File: src/rtl/fti_pkg.sv
// ----------------------------------------------------------------------------
// fti_pkg: shared definitions of the frame time integrator
// Default sizes, fixed field widths, register indexes and the flag bundle
// that travels with each queued sample.
// ----------------------------------------------------------------------------
`default_nettype none

package fti_pkg;

   localparam int FRAME_DEPTH_DEF = 4096;
   localparam int MAX_GROUP_DEF   = 4096;
   localparam int SAMPLE_BITS_DEF = 32;

   localparam int CFG_W       = 13;
   localparam int OUT_W       = 44;
   localparam int IDX_OUT_W   = 12;
   localparam int CSR_IDX_W   = 8;
   localparam int QUEUE_DEPTH = 4;
   localparam int RSP_DATA_W  = ((OUT_W + IDX_OUT_W + 7) / 8) * 8;

   localparam logic [CSR_IDX_W-1:0] CSR_GROUP_LENGTH       = CSR_IDX_W'(0);
   localparam logic [CSR_IDX_W-1:0] CSR_ELEMENTS_PER_FRAME = CSR_IDX_W'(1);
   localparam logic [CSR_IDX_W-1:0] CSR_MEAN_MODE          = CSR_IDX_W'(2);

   // Classification of one sample, decided in the front end.
   typedef struct packed {
      logic first;   // first frame of a group: overwrite the accumulator
      logic emit;    // last frame of a group: produce a result
      logic last;    // last element of the frame
   } item_flags_type;

   // Index width for a table of the given depth, at least one bit.
   function automatic int idx_bits(input int depth);
      return (depth > 1) ? $clog2(depth) : 1;
   endfunction

endpackage

`default_nettype wire

File: src/rtl/fti_fifo.sv
// ----------------------------------------------------------------------------
// fti_fifo: short queue between front end and back end
// Register-based FIFO with a combinational head; full and empty are derived
// from an occupancy count.
// ----------------------------------------------------------------------------
`default_nettype none

module fti_fifo import fti_pkg::*; #(
   parameter int WIDTH = 8,
   parameter int DEPTH = QUEUE_DEPTH
) (
   input  wire logic             clock,
   input  wire logic             reset,
   input  wire logic             push,
   input  wire logic [WIDTH-1:0] wr_data,
   input  wire logic             pop,
   output logic      [WIDTH-1:0] rd_data,
   output logic                  full,
   output logic                  empty
);

   localparam int PTR_W = idx_bits(DEPTH);
   localparam int CNT_W = $clog2(DEPTH + 1);

   logic [WIDTH-1:0] store_ff [DEPTH];
   logic [PTR_W-1:0] wr_ptr_ff, wr_ptr_in;
   logic [PTR_W-1:0] rd_ptr_ff, rd_ptr_in;
   logic [CNT_W-1:0] count_ff, count_in;
   logic             do_push;
   logic             do_pop;

   assign full    = (count_ff == CNT_W'(DEPTH));
   assign empty   = (count_ff == '0);
   assign do_push = push && !full;
   assign do_pop  = pop && !empty;
   assign rd_data = store_ff[rd_ptr_ff];

   always_comb begin
      wr_ptr_in = wr_ptr_ff;
      rd_ptr_in = rd_ptr_ff;
      count_in  = count_ff;
      if (do_push) begin
         wr_ptr_in = (wr_ptr_ff == PTR_W'(DEPTH - 1)) ? '0 : wr_ptr_ff + PTR_W'(1);
      end
      if (do_pop) begin
         rd_ptr_in = (rd_ptr_ff == PTR_W'(DEPTH - 1)) ? '0 : rd_ptr_ff + PTR_W'(1);
      end
      if (do_push && !do_pop) begin
         count_in = count_ff + CNT_W'(1);
      end else if (do_pop && !do_push) begin
         count_in = count_ff - CNT_W'(1);
      end
   end

   always_ff @(posedge clock) begin
      if (reset) begin
         wr_ptr_ff <= '0;
         rd_ptr_ff <= '0;
         count_ff  <= '0;
      end else begin
         wr_ptr_ff <= wr_ptr_in;
         rd_ptr_ff <= rd_ptr_in;
         count_ff  <= count_in;
      end
   end

   always_ff @(posedge clock) begin
      if (do_push) begin
         store_ff[wr_ptr_ff] <= wr_data;
      end
   end

endmodule

`default_nettype wire

File: config.mk
export PLATFORM = sky130hd
export DESIGN_NAME = fti_fifo
export DESIGN_NICKNAME = d
export VERILOG_FILES = /design/src/rtl/fti_pkg.sv /design/src/rtl/fti_fifo.sv
export SDC_FILE = /design/constraint.sdc
export NUM_CORES = 1
export LEC_CHECK = 0
export ABC_AREA = 0
export BUFFER_PORTS_ARGS = -buffer_cell sky130_fd_sc_hd__buf_4
export CAP_MARGIN = 10
export CORE_MARGIN = 2
export CORE_UTILIZATION = 55
export DETAILED_ROUTE_END_ITERATION = 6
export PLACE_DENSITY = 0.86
export SYNTH_ARGS = -nofsm -noshare
export SYNTH_HDL_FRONTEND = slang
export SYNTH_SLANG_ARGS = --single-unit
File: constraint.sdc
create_clock -name clock -period 2.4 [get_ports clock]
set_input_delay 0 -clock clock [delete_from_list [all_inputs] [get_ports clock]]
set_output_delay 0 -clock clock [all_outputs]
set_load 0.02 [all_outputs]
## After elaboration in Yosys (flattened, before gate mapping)

Memories as Yosys holds them, arrays and structs flattened. A register that Yosys moved wholly into a read port is not among the register bits.
Cells that the tools add are included.
W data, S select, Z words.

- Multiplexer cells: 8
- $add $sub $neg: 4
- Equal/unequal tests: 3
- Reductions and logical operators: 10

Operator list:

| kind | number |
|---|---|
| $mux W2 | 4 |
| $mux W3 | 2 |
| $add A2 B1 Y2 const B | 2 |
| $eq A2 B2 Y1 const B | 2 |
| $logic_and A1 B1 Y1 | 4 |
| $logic_not A1 Y1 | 4 |
| $add A3 B1 Y3 const B | 1 |
| $eq A3 B3 Y1 const B | 1 |
| $logic_not A3 Y1 | 1 |
| $sub A3 B1 Y3 const B | 1 |
| $mux W1 | 2 |
| $reduce_bool A2 Y1 | 1 |

- Memories kept: 1
- Bits in registers: 7
- RAM bits: 32
- Logic and storage cells: 29
- Input port bits: 12

Memories:

| name | depth | width | read ports | clocked after memory_dff | write ports | RTL line | source |
|---|---|---|---|---|---|---|---|
| store_ff | 4 | 8 | 1 | 1 | 1 | fti_fifo.sv:25 | `logic [WIDTH-1:0] store_ff [DEPTH];` |

## Depth between registers and ports, before layout

- Depth in word-level cells: 7
- Mapped depth: 10

## Worst setup path after synthesis

OpenSTA, ideal clock, no wires.

- Kind: reg2reg
- From: register count_ff[0]
- To: register count_ff[2]
- Setup time: 0.070 ns
- Setup slack: 0.206 ns
- Clock period less this slack: 2.194 ns
- Arrival: 2.124 ns
- Cell stages (with the launch flop): 11
- Path through: dfxtp_1 > or3b_1 > buf_6 > clkinv_4 > nor2_2 > ha_1 > inv_1 > fa_1 > xor2_1 > or3_2 > a21oi_1

- Word-level cells in the longest chain between the ends: 6

RTL lines:

| item | RTL line | source |
|---|---|---|
| start: declaration | fti_fifo.sv:28 | `logic [CNT_W-1:0] count_ff, count_in;` |
| start signal: assignment | fti_fifo.sv:63 | `count_ff <= count_in;` |
| $eq A3 B3 Y1 (*) | fti_fifo.sv:32 | `assign full = (count_ff == CNT_W'(DEPTH));` |
| named net full | fti_fifo.sv:18 | `output logic full,` |
| $logic_not A1 Y1 (*) | fti_fifo.sv:34 | `assign do_push = push && !full;` |
| $logic_and A1 B1 Y1 (*) | fti_fifo.sv:34 |  |
| named net do_push | fti_fifo.sv:29 | `logic do_push;` |
| $logic_not A1 Y1 | fti_fifo.sv:50 | `end else if (do_pop && !do_push) begin` |
| $logic_and A1 B1 Y1 | fti_fifo.sv:50 |  |
| $reduce_bool A2 Y1 (no source line) | -- |  |

Mark *: on every way through the listed nets, which the timed path passes. The rest lies on a longest branch. The select of a mux whose other input is x is not followed.
A chain may end at the register's enable or synchronous reset.

## Final worst setup path

- From: register count_ff[2]
- To: register count_ff[2]

- Word-level cells in the longest chain between the ends: 6

RTL lines:

| item | RTL line |
|---|---|
| $eq A3 B3 Y1 (*) | fti_fifo.sv:32 |
| $logic_not A1 Y1 (*) | fti_fifo.sv:34 |
| $logic_and A1 B1 Y1 (*) | fti_fifo.sv:34 |
| named net do_push | fti_fifo.sv:29 |
| $logic_not A1 Y1 | fti_fifo.sv:50 |
| $logic_and A1 B1 Y1 | fti_fifo.sv:50 |
| $reduce_bool A2 Y1 (no source line) | -- |

Marks and branches as above.

==> results.sh <==
export IMPL_status="complete, but fails checks"
export IMPL_cts_made_buffers=5
export IMPL_final_max_slew_viol_count=0
export IMPL_synth_top_cell_area_share=0.584
export IMPL_hpwl_mm=1.85
export IMPL_seqPwrFrac=0.495
export IMPL_die_h_um=58.7
export IMPL_track_usage=0.175
export IMPL_violations="design-rule violations"
export IMPL_path_delay_family="simple AND/OR/NAND/NOR gates"
export IMPL_clk_pin_slew_ns=0.12
export IMPL_startpoint="count_ff[2]"
export IMPL_synth_area_leaders="edfxtp_1, dfxtp_1, mux4_2, ha_1, and3_2"
export IMPL_synth_edf_count=32
export IMPL_hold_class="primary input to flop"
export IMPL_synthArstFlopShare=0
export IMPL_place_congestion=0.655
export IMPL_num_vias=879
export IMPL_clock_root_buffer="clkbuf_4"
export IMPL_drt_iter0_drc=33
export IMPL_crit_fanout=7
export IMPL_worst_slew_pin_slew_ns=0.536
export IMPL_netlist_instances=92
export IMPL_drive_gt1_frac=0.386
export IMPL_synthTopCellsByCount="edfxtp_1, dfxtp_1, mux4_2, ha_1"
export IMPL_p_clk_frac=0.207
export IMPL_setup_viol=0
export IMPL_drc=3
export IMPL_skew_ns=0.00806
export IMPL_yosysMostFrequentCell="edfxtp_1"
export IMPL_synth_top_flop_cell="edfxtp_1"
export IMPL_final_util=0.713
export IMPL_crit_arrival_ns=2.55
export IMPL_switching_power_mw=0.589
export IMPL_start_util=0.587
export IMPL_p_per_area_nw_per_um2=964
export IMPL_core_um2=2810
export IMPL_drt_pass1_iter_count=6
export IMPL_synth_avg_cell_area_um2=17.9
export IMPL_maxSlewHeadroom=0.642
export IMPL_area_growth_pct=21.6
export IMPL_synth_top_cell_by_area="edfxtp_1"
export IMPL_ys_seq_area_frac=0.694
export IMPL_htree_levels=2
export IMPL_drv_cap=0
export IMPL_critical_path_class="flop to flop"
export IMPL_antenna_found_initial=0
export IMPL_fmax_mhz=441
export IMPL_swShare=0.306
export IMPL_finalSetupTns_ns=0
export IMPL_required_ns=2.69
export IMPL_hold_start="pop"
export IMPL_grt_overflow=0
export IMPL_vias_per_cell=5.56
export IMPL_worst_path_buf_inv=2
export IMPL_cp_slowest_cell="or3_2"
export IMPL_yosys_warnings=0
export IMPL_setup_slack_ns=0.132
export IMPL_ir_drop_mv=0.800
export IMPL_grt_max_degree=15
export IMPL_combPwrFrac=0.297
export IMPL_diodes=0
export IMPL_crit_path_end_kind="flop"
export IMPL_p_leak_nw=0.752
export IMPL_ys_ff_latch=41
export IMPL_cts_tree="yes"
export IMPL_grt_pass1_vias=910
export IMPL_period_minus_slack_ns=2.27
export IMPL_r2r_start="count_ff[2]"
export IMPL_clock_latency_ns=0.35
export IMPL_rsz0062_at_grt="no"
export IMPL_critPathLaunchType="flop"
export IMPL_die_w_um=58.7
export IMPL_grt_pass1_wl_mm=4.14
export IMPL_slowest_delay_ns=0.41
export IMPL_antenna_left=0
export IMPL_clockBufferDepth=2
export IMPL_synth_nets=111
export IMPL_totalWireLength_mm=2.68
export IMPL_post_route_period_util=0.945
export IMPL_synth_distinct_cells=26
export IMPL_rows=19
export IMPL_pre_cts_ws_ns=0.0372
export IMPL_fin_nets=145
export IMPL_fillers=183
export IMPL_port_buffers=21
export IMPL_die_area_um2=3450
export IMPL_cts_sinks=41
export IMPL_postCtsSetupBuffers=0
export IMPL_p_int_mw=1.34
export IMPL_hold_violations=0
export IMPL_drt_wirelength_per_cell_um=17.0
export IMPL_syn_cell_area_um2=1650
export IMPL_ios=22
export IMPL_crit_chain="or3b_4, clkinv_4, nor2_2, ha_1, inv_1, fa_1, xor2_1, or3_2, a21oi_1"
-- worst register-to-register path, stage by stage, from the launching register on --
cell and delay (ns):
dfxtp_1 0.36, or3b_4 0.30, clkinv_4 0.06, nor2_2 0.12, ha_1 0.20, inv_1 0.06
fa_1 0.38, xor2_1 0.16, or3_2 0.41, a21oi_1 0.16
-- metrics by stage --
stage	area, um2	hold slack, ns	cells	total power, mW
6_report	2000	0.0312	158	1.93
5_1_grt	2000	0.0335	158	2.04
4_1_cts	2000	0.00607	158	1.94
3_5_place_dp	1820	0.205	140	1.53
3_3_place_gp	1820	0.199	140	1.49
2_1_floorplan	1650	0.0989	92	1.34
-- sequential cells by signal, indices dropped and copies added, names as in the netlist, named ones only --
name       count
store_ff      32
wr_ptr_ff      2
rd_ptr_ff      2
count_ff       3
-- path summary, 6_finish.rpt --
kind	to	slack, ns	cells past startpoint
min	flop	0.03	4
max	count_ff[2]	0.13	9
min reg2reg	flop	0.51	2
max reg2reg	count_ff[2]	0.13	9
-- cells by family (layout without fill, tap and decap cells) --
group	Yosys count	after routing	share of synthesized area
adders and majority gates	7	7	0.0578
xor gates and xnor gates	2	2	0.0106
muxes	10	10	0.122
buffers and inverters	9	44	0.0289
DFF	41	41	0.694
and+or+nand+nor	16	16	0.0570
AOI/OAI and AO/OA	7	7	0.0304
-- repair_timing --
item,4_1_cts,5_1_grt
hold endpoints to repair,41,0
endpoints found under the setup margin,1,1
hold buffers,10,0
resized for setup,1,2
-- power by group through the flow --
stage | clock network, mW | registers [mW] | logic [mW]
floorplan | 0 | 0.920 | 0.416
CTS | 0.411 | 0.953 | 0.577
finish | 0.399 | 0.955 | 0.573
detailed placement | 0 | 0.970 | 0.556
global route | 0.445 | 0.970 | 0.620
global placement | 0 | 0.961 | 0.528
-- metal layers --
metal | vias up | global-route usage | routed length [um] | share of wire
met1 | 429 | 0.188 | 1070 | 0.40
met4 | 0 | 0.0682 | 44 | 0.016
met2 | 26 | 0.310 | 1420 | 0.53
met3 | 6 | 0.0681 | 152 | 0.057
met5 | - | 0 | 0 | 0
li1 | 418 | - | - | -
-- cell usage in the layout (no fill, tap or decap), drive strengths merged --
| cell type | count |
|---|---|
| and3 | 4 |
| buf | 21 |
| nand3 | 2 |
| nor2 | 4 |
| o31ai | 2 |
| o21ai | 2 |
| nand2 | 1 |
| ha | 6 |
| mux2i | 2 |
| dfxtp | 9 |
| mux4 | 8 |
| a21oi | 3 |
| or3 | 2 |
| inv | 5 |
| nor3 | 2 |
| fa | 1 |
| clkinv | 2 |
| xor2 | 2 |
| or3b | 1 |
| clkbuf | 6 |
| dlygate4sd3 | 10 |
| edfxtp | 32 |
-- final cells by class --
cell class              instances  area (um2)  area share
inverters                       5        23.8      0.0119
clock inverters                 2        15.0     0.00750
well taps                      31        38.8      0.0194
clock buffers                   6        62.6      0.0313
repair buffers                 31         258       0.129
flip-flops and latches         41        1140       0.572
multi-input cells              42         459       0.230
No activity file was read; power rests on OpenSTA's default activity.
