==> src/rtl/fti_pkg.sv <==
// ----------------------------------------------------------------------------
// fti_pkg: shared definitions of the frame time integrator
// Default sizes, fixed field widths, register indexes and the flag bundle
// that travels with each queued sample.
// ----------------------------------------------------------------------------
`default_nettype none

package fti_pkg;

   localparam int FRAME_DEPTH_DEF = 4096;
   localparam int MAX_GROUP_DEF   = 4096;
   localparam int SAMPLE_BITS_DEF = 32;

   localparam int CFG_W       = 13;
   localparam int OUT_W       = 44;
   localparam int IDX_OUT_W   = 12;
   localparam int CSR_IDX_W   = 8;
   localparam int QUEUE_DEPTH = 4;
   localparam int RSP_DATA_W  = ((OUT_W + IDX_OUT_W + 7) / 8) * 8;

   localparam logic [CSR_IDX_W-1:0] CSR_GROUP_LENGTH       = CSR_IDX_W'(0);
   localparam logic [CSR_IDX_W-1:0] CSR_ELEMENTS_PER_FRAME = CSR_IDX_W'(1);
   localparam logic [CSR_IDX_W-1:0] CSR_MEAN_MODE          = CSR_IDX_W'(2);

   // Classification of one sample, decided in the front end.
   typedef struct packed {
      logic first;   // first frame of a group: overwrite the accumulator
      logic emit;    // last frame of a group: produce a result
      logic last;    // last element of the frame
   } item_flags_type;

   // Index width for a table of the given depth, at least one bit.
   function automatic int idx_bits(input int depth);
      return (depth > 1) ? $clog2(depth) : 1;
   endfunction

endpackage

`default_nettype wire

==> src/rtl/fti_front.sv <==
// ----------------------------------------------------------------------------
// fti_front: sample intake, element and frame counting, control registers
// Accepts samples, tags each with its element position and group flags, and
// holds the three control registers.
// ----------------------------------------------------------------------------
`default_nettype none

module fti_front import fti_pkg::*; #(
   parameter int FRAME_DEPTH = FRAME_DEPTH_DEF,
   parameter int MAX_GROUP   = MAX_GROUP_DEF,
   parameter int SAMPLE_BITS = SAMPLE_BITS_DEF,
   localparam int IDX_W      = idx_bits(FRAME_DEPTH),
   localparam int GL_W       = $clog2(MAX_GROUP + 1)
) (
   input  wire logic                   clock,
   input  wire logic                   reset,
   input  wire logic                   in_valid,
   output logic                        in_ready,
   input  wire logic [SAMPLE_BITS-1:0] in_sample,
   input  wire logic                   csr_valid,
   output logic                        csr_ready,
   input  wire logic [CSR_IDX_W-1:0]   csr_index,
   input  wire logic [CFG_W-1:0]       csr_data,
   input  wire logic                   queue_full,
   output logic                        queue_push,
   output logic [SAMPLE_BITS-1:0]      queue_sample,
   output logic [IDX_W-1:0]            queue_index,
   output item_flags_type              queue_flags,
   output logic                        mean_mode,
   output logic [GL_W-1:0]             group_len
);

   localparam int FR_W = idx_bits(MAX_GROUP);
   localparam int EL_W = $clog2(FRAME_DEPTH + 1);

   logic [CFG_W-1:0] glen_cfg_ff, glen_cfg_in;
   logic [CFG_W-1:0] epf_cfg_ff, epf_cfg_in;
   logic             mean_ff, mean_in;
   logic [IDX_W-1:0] elem_ff, elem_in;
   logic [FR_W-1:0]  frame_ff, frame_in;
   logic [EL_W-1:0]  eff_epf;
   logic [GL_W-1:0]  eff_glen;
   logic             accept;
   logic             cfg_hit;
   item_flags_type   flags;

   // Out-of-range register values are clamped into the legal range.
   always_comb begin
      if (glen_cfg_ff == '0) begin
         eff_glen = GL_W'(1);
      end else if (int'(glen_cfg_ff) > MAX_GROUP) begin
         eff_glen = GL_W'(MAX_GROUP);
      end else begin
         eff_glen = GL_W'(glen_cfg_ff);
      end
      if (epf_cfg_ff == '0) begin
         eff_epf = EL_W'(1);
      end else if (int'(epf_cfg_ff) > FRAME_DEPTH) begin
         eff_epf = EL_W'(FRAME_DEPTH);
      end else begin
         eff_epf = EL_W'(epf_cfg_ff);
      end
   end

   assign in_ready   = !queue_full;
   assign accept     = in_valid && !queue_full;
   assign csr_ready  = 1'b1;
   assign cfg_hit    = csr_valid && (csr_index == CSR_GROUP_LENGTH ||
                                     csr_index == CSR_ELEMENTS_PER_FRAME ||
                                     csr_index == CSR_MEAN_MODE);

   assign flags.first = (frame_ff == '0);
   assign flags.emit  = (GL_W'(frame_ff) >= eff_glen - GL_W'(1));
   assign flags.last  = (EL_W'(elem_ff) == eff_epf - EL_W'(1));

   assign queue_push   = accept;
   assign queue_sample = in_sample;
   assign queue_index  = elem_ff;
   assign queue_flags  = flags;
   assign mean_mode    = mean_ff;
   assign group_len    = eff_glen;

   always_comb begin
      glen_cfg_in = glen_cfg_ff;
      epf_cfg_in  = epf_cfg_ff;
      mean_in     = mean_ff;
      elem_in     = elem_ff;
      frame_in    = frame_ff;
      if (cfg_hit) begin
         unique case (csr_index)
            CSR_GROUP_LENGTH:       glen_cfg_in = csr_data;
            CSR_ELEMENTS_PER_FRAME: epf_cfg_in  = csr_data;
            default:                mean_in     = csr_data[0];
         endcase
         elem_in  = '0;
         frame_in = '0;
      end else if (accept) begin
         if (flags.last) begin
            elem_in  = '0;
            frame_in = flags.emit ? '0 : frame_ff + FR_W'(1);
         end else begin
            elem_in = elem_ff + IDX_W'(1);
         end
      end
   end

   always_ff @(posedge clock) begin
      if (reset) begin
         glen_cfg_ff <= CFG_W'(1);
         epf_cfg_ff  <= CFG_W'(1);
         mean_ff     <= 1'b0;
         elem_ff     <= '0;
         frame_ff    <= '0;
      end else begin
         glen_cfg_ff <= glen_cfg_in;
         epf_cfg_ff  <= epf_cfg_in;
         mean_ff     <= mean_in;
         elem_ff     <= elem_in;
         frame_ff    <= frame_in;
      end
   end

endmodule

`default_nettype wire

==> config.mk <==
export PLATFORM = sky130hd
export DESIGN_NAME = fti_front
export DESIGN_NICKNAME = d
export VERILOG_FILES = /design/src/rtl/fti_pkg.sv /design/src/rtl/fti_front.sv
export SDC_FILE = /design/constraint.sdc
export NUM_CORES = 1
export LEC_CHECK = 0
export BUFFER_PORTS_ARGS = -buffer_cell sky130_fd_sc_hd__buf_2
export CELL_PAD_IN_SITES_DETAIL_PLACEMENT = 1
export CELL_PAD_IN_SITES_GLOBAL_PLACEMENT = 1
export CORE_ASPECT_RATIO = 0.6
export CORE_UTILIZATION = 41
export CTS_BUF_LIST = sky130_fd_sc_hd__clkbuf_2 sky130_fd_sc_hd__clkbuf_4 sky130_fd_sc_hd__clkbuf_8
export CTS_CLUSTER_DIAMETER = 120
export DETAILED_ROUTE_END_ITERATION = 16
export PLACE_DENSITY_LB_ADDON = 0.3
export SYNTH_ARGS = -nofsm -noshare
export SYNTH_HDL_FRONTEND = slang
export SYNTH_SLANG_ARGS = --single-unit
==> constraint.sdc <==
create_clock -name clock -period 9.63 [get_ports clock]
set_clock_uncertainty 0.1 [all_clocks]
set_input_delay 0.963 -clock clock [delete_from_list [all_inputs] [get_ports clock]]
set_output_delay 0.963 -clock clock [all_outputs]
set_load 0.1 [all_outputs]
### Word-level counts from Yosys, hierarchy flattened

Index checks and enable logic that the tools add are counted.

* register bits: 51
* bits in latches: 0
* RAM bits: 0
* bits in read-only memories: 0
* word-level logic and storage cells: 37
* memories: 0

* $add $sub $neg: 4
* $mul: 0
* div/mod/pow operators: 0
* magnitude comparators: 3
* equal/unequal tests: 3
* shifts and indexed selects: 0
* mux-type cells: 6
* bitwise operators: 1
* reductions and logical operators: 15

Operators by type and width (count)
* 2-to-1 mux 13 bit: 4
* greater-than comparator 13 bit (second input constant): 2
* zero test 13 bit: 2
* subtractor 13 x 1 -> 13 bit (second input constant): 2
* adder 12 x 1 -> 12 bit (second input constant): 2
* 2-to-1 mux 12 bit: 2
* == test 12 x 13 -> 1 bit: 1
* >= comparator 12 x 13 -> 1 bit: 1
* zero test 12 bit: 1
* == test 8 x 1 -> 1 bit (second input constant): 1
* == test 8 x 2 -> 1 bit (second input constant): 1
* zero test 8 bit: 1
* AND reduction 2 bit: 4
* OR reduction 2 bit: 2
* logical AND 1 bit: 2
* logical OR 1 bit: 2
* zero test 1 bit: 1
* inverter 1 bit: 1

### Longest topological paths before layout

* depth after elaboration: 6
* mapped depth: 16
* depth with buffers taken out: 16

### Worst setup path after synthesis

Ideal clock, no wire load.

* path kind: register to output
* start point: register epf_cfg_ff[8]
* end point: output queue_flags[0] (netlist bit)
* data arrival time: 5.570 ns
* slack: 2.997 ns
* cell stages (with the launch flop): 15
* path buffers: 3
* cell sequence: dfxtp_1 clkbuf_1 nor4_1 a31oi_1 or2_2 ha_1 xor2_1 mux2_2 o22a_1 a311oi_1 nand4_1 or4_4 buf_6 buf_2 nor3_1

RTL lines
* start: declaration: RTL line fti_front.sv:37 `logic [CFG_W-1:0] epf_cfg_ff, epf_cfg_in;`
* start signal: assignment: RTL line fti_front.sv:116 `epf_cfg_ff <= epf_cfg_in;`
* end: declaration: RTL line fti_front.sv:28 `output item_flags_type queue_flags,`

==> results by group <==
Final layout
  • Area taken by multi-input logic gates: 2430 um^2
  • Seq. cell area: 1020 um^2
  • Fill count: 1153
  • Final Instance Area: 4080 um^2
  • Layout Nets: 565
  • Area Growth Syn to Fin: 5.05%
  • N_diodes: 0
  • Layout cells sized above 1: 0.159

Clock network
  • Root buffer cell: clkbuf_8
  • # resized after CTS: 0
  • CTS hold repair buffers: 0
  • Total CTS buffers: 5
  • Setup Buffers After CTS: 0
  • Clk pin slew, worst setup/hold paths: 100 ps
  • Worst-Skew Late Latency: 320 ps
  • Clk sinks: 51
  • H-tree depth: 2
  • CTS Buffer Depth: 2
  • CTS tree: built

Floorplanning
  • Starting Density: 0.423
  • Die H: 77.4 um
  • Die W: 128 um
  • I/O pin cnt: 122
  • Core ar.: 9190 um^2
  • Num rows: 27
  • Area of the die: 9890 um^2

Logic synthesis
  • Post-Syn Area per Cell: 7.97 um^2
  • Number of synthesized flops with an enable pin: 0
  • Sequential share of the synthesized area: 0.263
  • Mapped cell area: 3890 um^2
  • Netlist cell types: 64
  • Cells after synthesis: 488
  • Synth Register Bits: 51
  • Ys Warns: 0
  • Post-synth ARST share: 0
  • Post-synth net total: 563
  • Top_reg_cell synth: dfxtp_1

Global route
  • Initial antenna violation count: 0
  • Vias in the first global route: 3705
  • First-pass GRT wire length: 19900 um
  • Total track usage: 0.256
  • Largest net degree at the start of global routing: 30
  • GRT overflow: 0

Timing
  • Slew headroom: 0.376
  • Final hold vios: 0
  • Actual slew at the worst max-slew pin: 927 ps
  • # setup viols final: 0
  • RSZ-0062 raised after global routing: false
  • Fmax: 0.158 GHz
  • Final Cycle Share: 0.659
  • Min Tclk post-route: 6350 ps
  • Setup TNS Final: 0 ps
  • Final Slew Violations: 0

Place
  • Post-DP Area: 3970 um^2
  • HPWL Detailed: 9390 um
  • Port buffer count: 56
  • Routability cong.: 0.910

Critical path
  • CP Launch Point: glen_cfg_ff[8]
  • CP arrival: 5280 ps
  • Required time of the critical path: 8570 ps
  • Critical path class: register to output pin
  • Maximum fanout along the worst path: 8
  • CP delay by family, top: simple AND/OR/NAND/NOR gates
  • CP startpoint kind: register
  • Critical path's slowest cell: nor4_1
  • Worst reg2reg startpoint: epf_cfg_ff[8]
  • WP buf/inv: 2
  • CP Cell Sequence: or3_1, or3_1, nor4_1, o21ai_0, ha_1, or3b_2, xor2_1, ha_1, a21o_1, a2111oi_0, o21ai_0, a221o_1, a21o_1, nand2_1, inv_1, buf_2
  • Critical Path Max Stage Delay: 500 ps
  • CP endpoint kind: output pin

Route
  • First-iteration detailed-routing DRC count: 294
  • ANT nets after route: 0
  • Residual DRC: 0
  • Metal-1 WL: 6320 um
  • DR WL met3: 743 um
  • Total Wirelength: 12300 um
  • Met2 routed WL: 5130 um
  • Wire per inst: 19.8 um
  • Pre-Repair DR Iteration Count: 4
  • Vias per cell: 5.92
  • Vias: 3676
  • Max Used Layer: met4

Hold path
  • Min-delay src: frame_ff[0]
  • Min-delay worst type: register to register

Status
  • Status: completed

Pwr
  • PD cells: 103 nW/um^2
  • VDD IR max: 0.0819 mV
  • Cell leakage power: 1.69 nW

Job
  • Max_cap viols: 0
-- synthesized netlist by cell type, types with 4 or more instances --
| cell | count | area share |
|---|---|---|
| nand2_1 | 21 | 0.020 |
| buf_4 | 33 | 0.064 |
| dfxtp_1 | 51 | 0.26 |
| clkbuf_1 | 24 | 0.023 |
| nor3_1 | 21 | 0.027 |
| nand2b_1 | 6 | 0.0097 |
| xor2_1 | 13 | 0.029 |
| ha_1 | 17 | 0.055 |
| nand4_1 | 12 | 0.019 |
| nor2_1 | 54 | 0.052 |
| o31ai_1 | 7 | 0.014 |
| nand4b_1 | 4 | 0.0090 |
| a21oi_1 | 28 | 0.036 |
| inv_1 | 16 | 0.015 |
| a21o_1 | 5 | 0.0097 |
| nand3_1 | 9 | 0.012 |
| o21ai_0 | 12 | 0.015 |
| or3_1 | 6 | 0.0097 |
| nor2b_1 | 11 | 0.018 |
| a211o_1 | 4 | 0.0090 |
| mux2i_1 | 26 | 0.067 |
| nor4_1 | 13 | 0.021 |
| and3_1 | 11 | 0.018 |
| or4_1 | 7 | 0.014 |
| xnor2_1 | 14 | 0.032 |
| o311ai_0 | 5 | 0.011 |
-- flip-flops by register name (all words and copies together) (netlist names) --
| register | flops |
|---|---|
| queue_index | 12 |
| mean_mode | 1 |
| epf_cfg_ff | 13 |
| glen_cfg_ff | 13 |
| frame_ff | 12 |
-- cell type report --
| class | count | share of cell area |
|---|---|---|
| repair buffers | 58 | 0.0723 |
| well taps | 130 | 0.0398 |
| multi-input cells | 358 | 0.594 |
| flip-flops and latches | 51 | 0.250 |
| clock inverters | 2 | 0.00858 |
| inverters | 16 | 0.0147 |
| clock buffers | 6 | 0.0202 |
-- final timing paths --
| check | to | slack [ps] | cells after the start |
|---|---|---|---|
| setup / recovery | queue_flags[1] | 3280 | 16 |
| hold / removal | frame_ff[0] | 420 | 2 |
| setup reg to reg | queue_index[0] | 4360 | 12 |
| hold reg to reg | frame_ff[0] | 420 | 2 |
-- worst reg2reg max path: cells and delay by family (launching register included) --
family                   cells  cell delay (ps)
AND/OR/NAND/NOR              6             2860
AO/OA/AOI/OAI                3              700
flip-flops                   1              420
adder cells (fa/ha/maj)      1              390
multiplexers                 1              360
XOR/XNOR                     1              290
-- power breakdown --
group	leakage, nW	internal (mW)	switching (mW)
registers	0.411	0.211	0.00131
logic	1.22	0.0108	0.0342
clock network	0.0612	0.0843	0.0791
-- cell families after synthesis --
| group | after synthesis | share of synthesized area |
|---|---|---|
| AOI/OAI and AO/OA | 93 | 0.168 |
| xor gates and xnor gates | 27 | 0.0608 |
| adders and majority gates | 17 | 0.0547 |
| buffers and inverters | 79 | 0.114 |
| DFF | 51 | 0.263 |
| muxes | 27 | 0.0698 |
| other | 1 | 0.000965 |
| and+or+nand+nor | 193 | 0.269 |
-- layout by cell type, fill, tap and decap left out, types with 4 or more instances in the layout --
| master | Yosys | routed |
|---|---|---|
| buf_2 | 1 | 56 |
| nor2_1 | 54 | 54 |
| dfxtp_1 | 51 | 51 |
| a21oi_1 | 28 | 28 |
| mux2i_1 | 26 | 26 |
| nand2_1 | 21 | 21 |
| nor3_1 | 21 | 21 |
| ha_1 | 17 | 17 |
| inv_1 | 16 | 16 |
| xnor2_1 | 14 | 14 |
| nor4_1 | 13 | 13 |
| xor2_1 | 13 | 13 |
| o21ai_0 | 12 | 12 |
| nand4_1 | 12 | 12 |
| nor2b_1 | 11 | 11 |
| and3_1 | 11 | 11 |
| nand3_1 | 9 | 9 |
| or4_1 | 7 | 7 |
| o31ai_1 | 7 | 7 |
| or3_1 | 6 | 6 |
| nand2b_1 | 6 | 6 |
| clkbuf_8 | 0 | 6 |
| a21o_1 | 5 | 5 |
| o311ai_0 | 5 | 5 |
| a211o_1 | 4 | 4 |
| nand4b_1 | 4 | 4 |
-- layer usage --
metal | vias up | GRT usage
met1 | 1819 | 0.389
met3 | 16 | 0.0400
met2 | 102 | 0.383
met4 | 0 | 0.0400
li1 | 1739 | -
met5 | - | 0
-- through the flow --
stage          power [mW]  instances  utilization  worst slack [ps]  hold slack (ps)
6_report            0.421        621        0.444              3280              419
4_1_cts             0.423        621        0.444              3390              421
3_3_place_gp        0.261        613        0.432              4040              396
5_1_grt             0.435        621        0.444              2950              468
2_1_floorplan       0.312        488            -              3000              369
3_5_place_dp        0.262        613        0.432              3760              398
No activity file was read; power rests on OpenSTA's default activity.
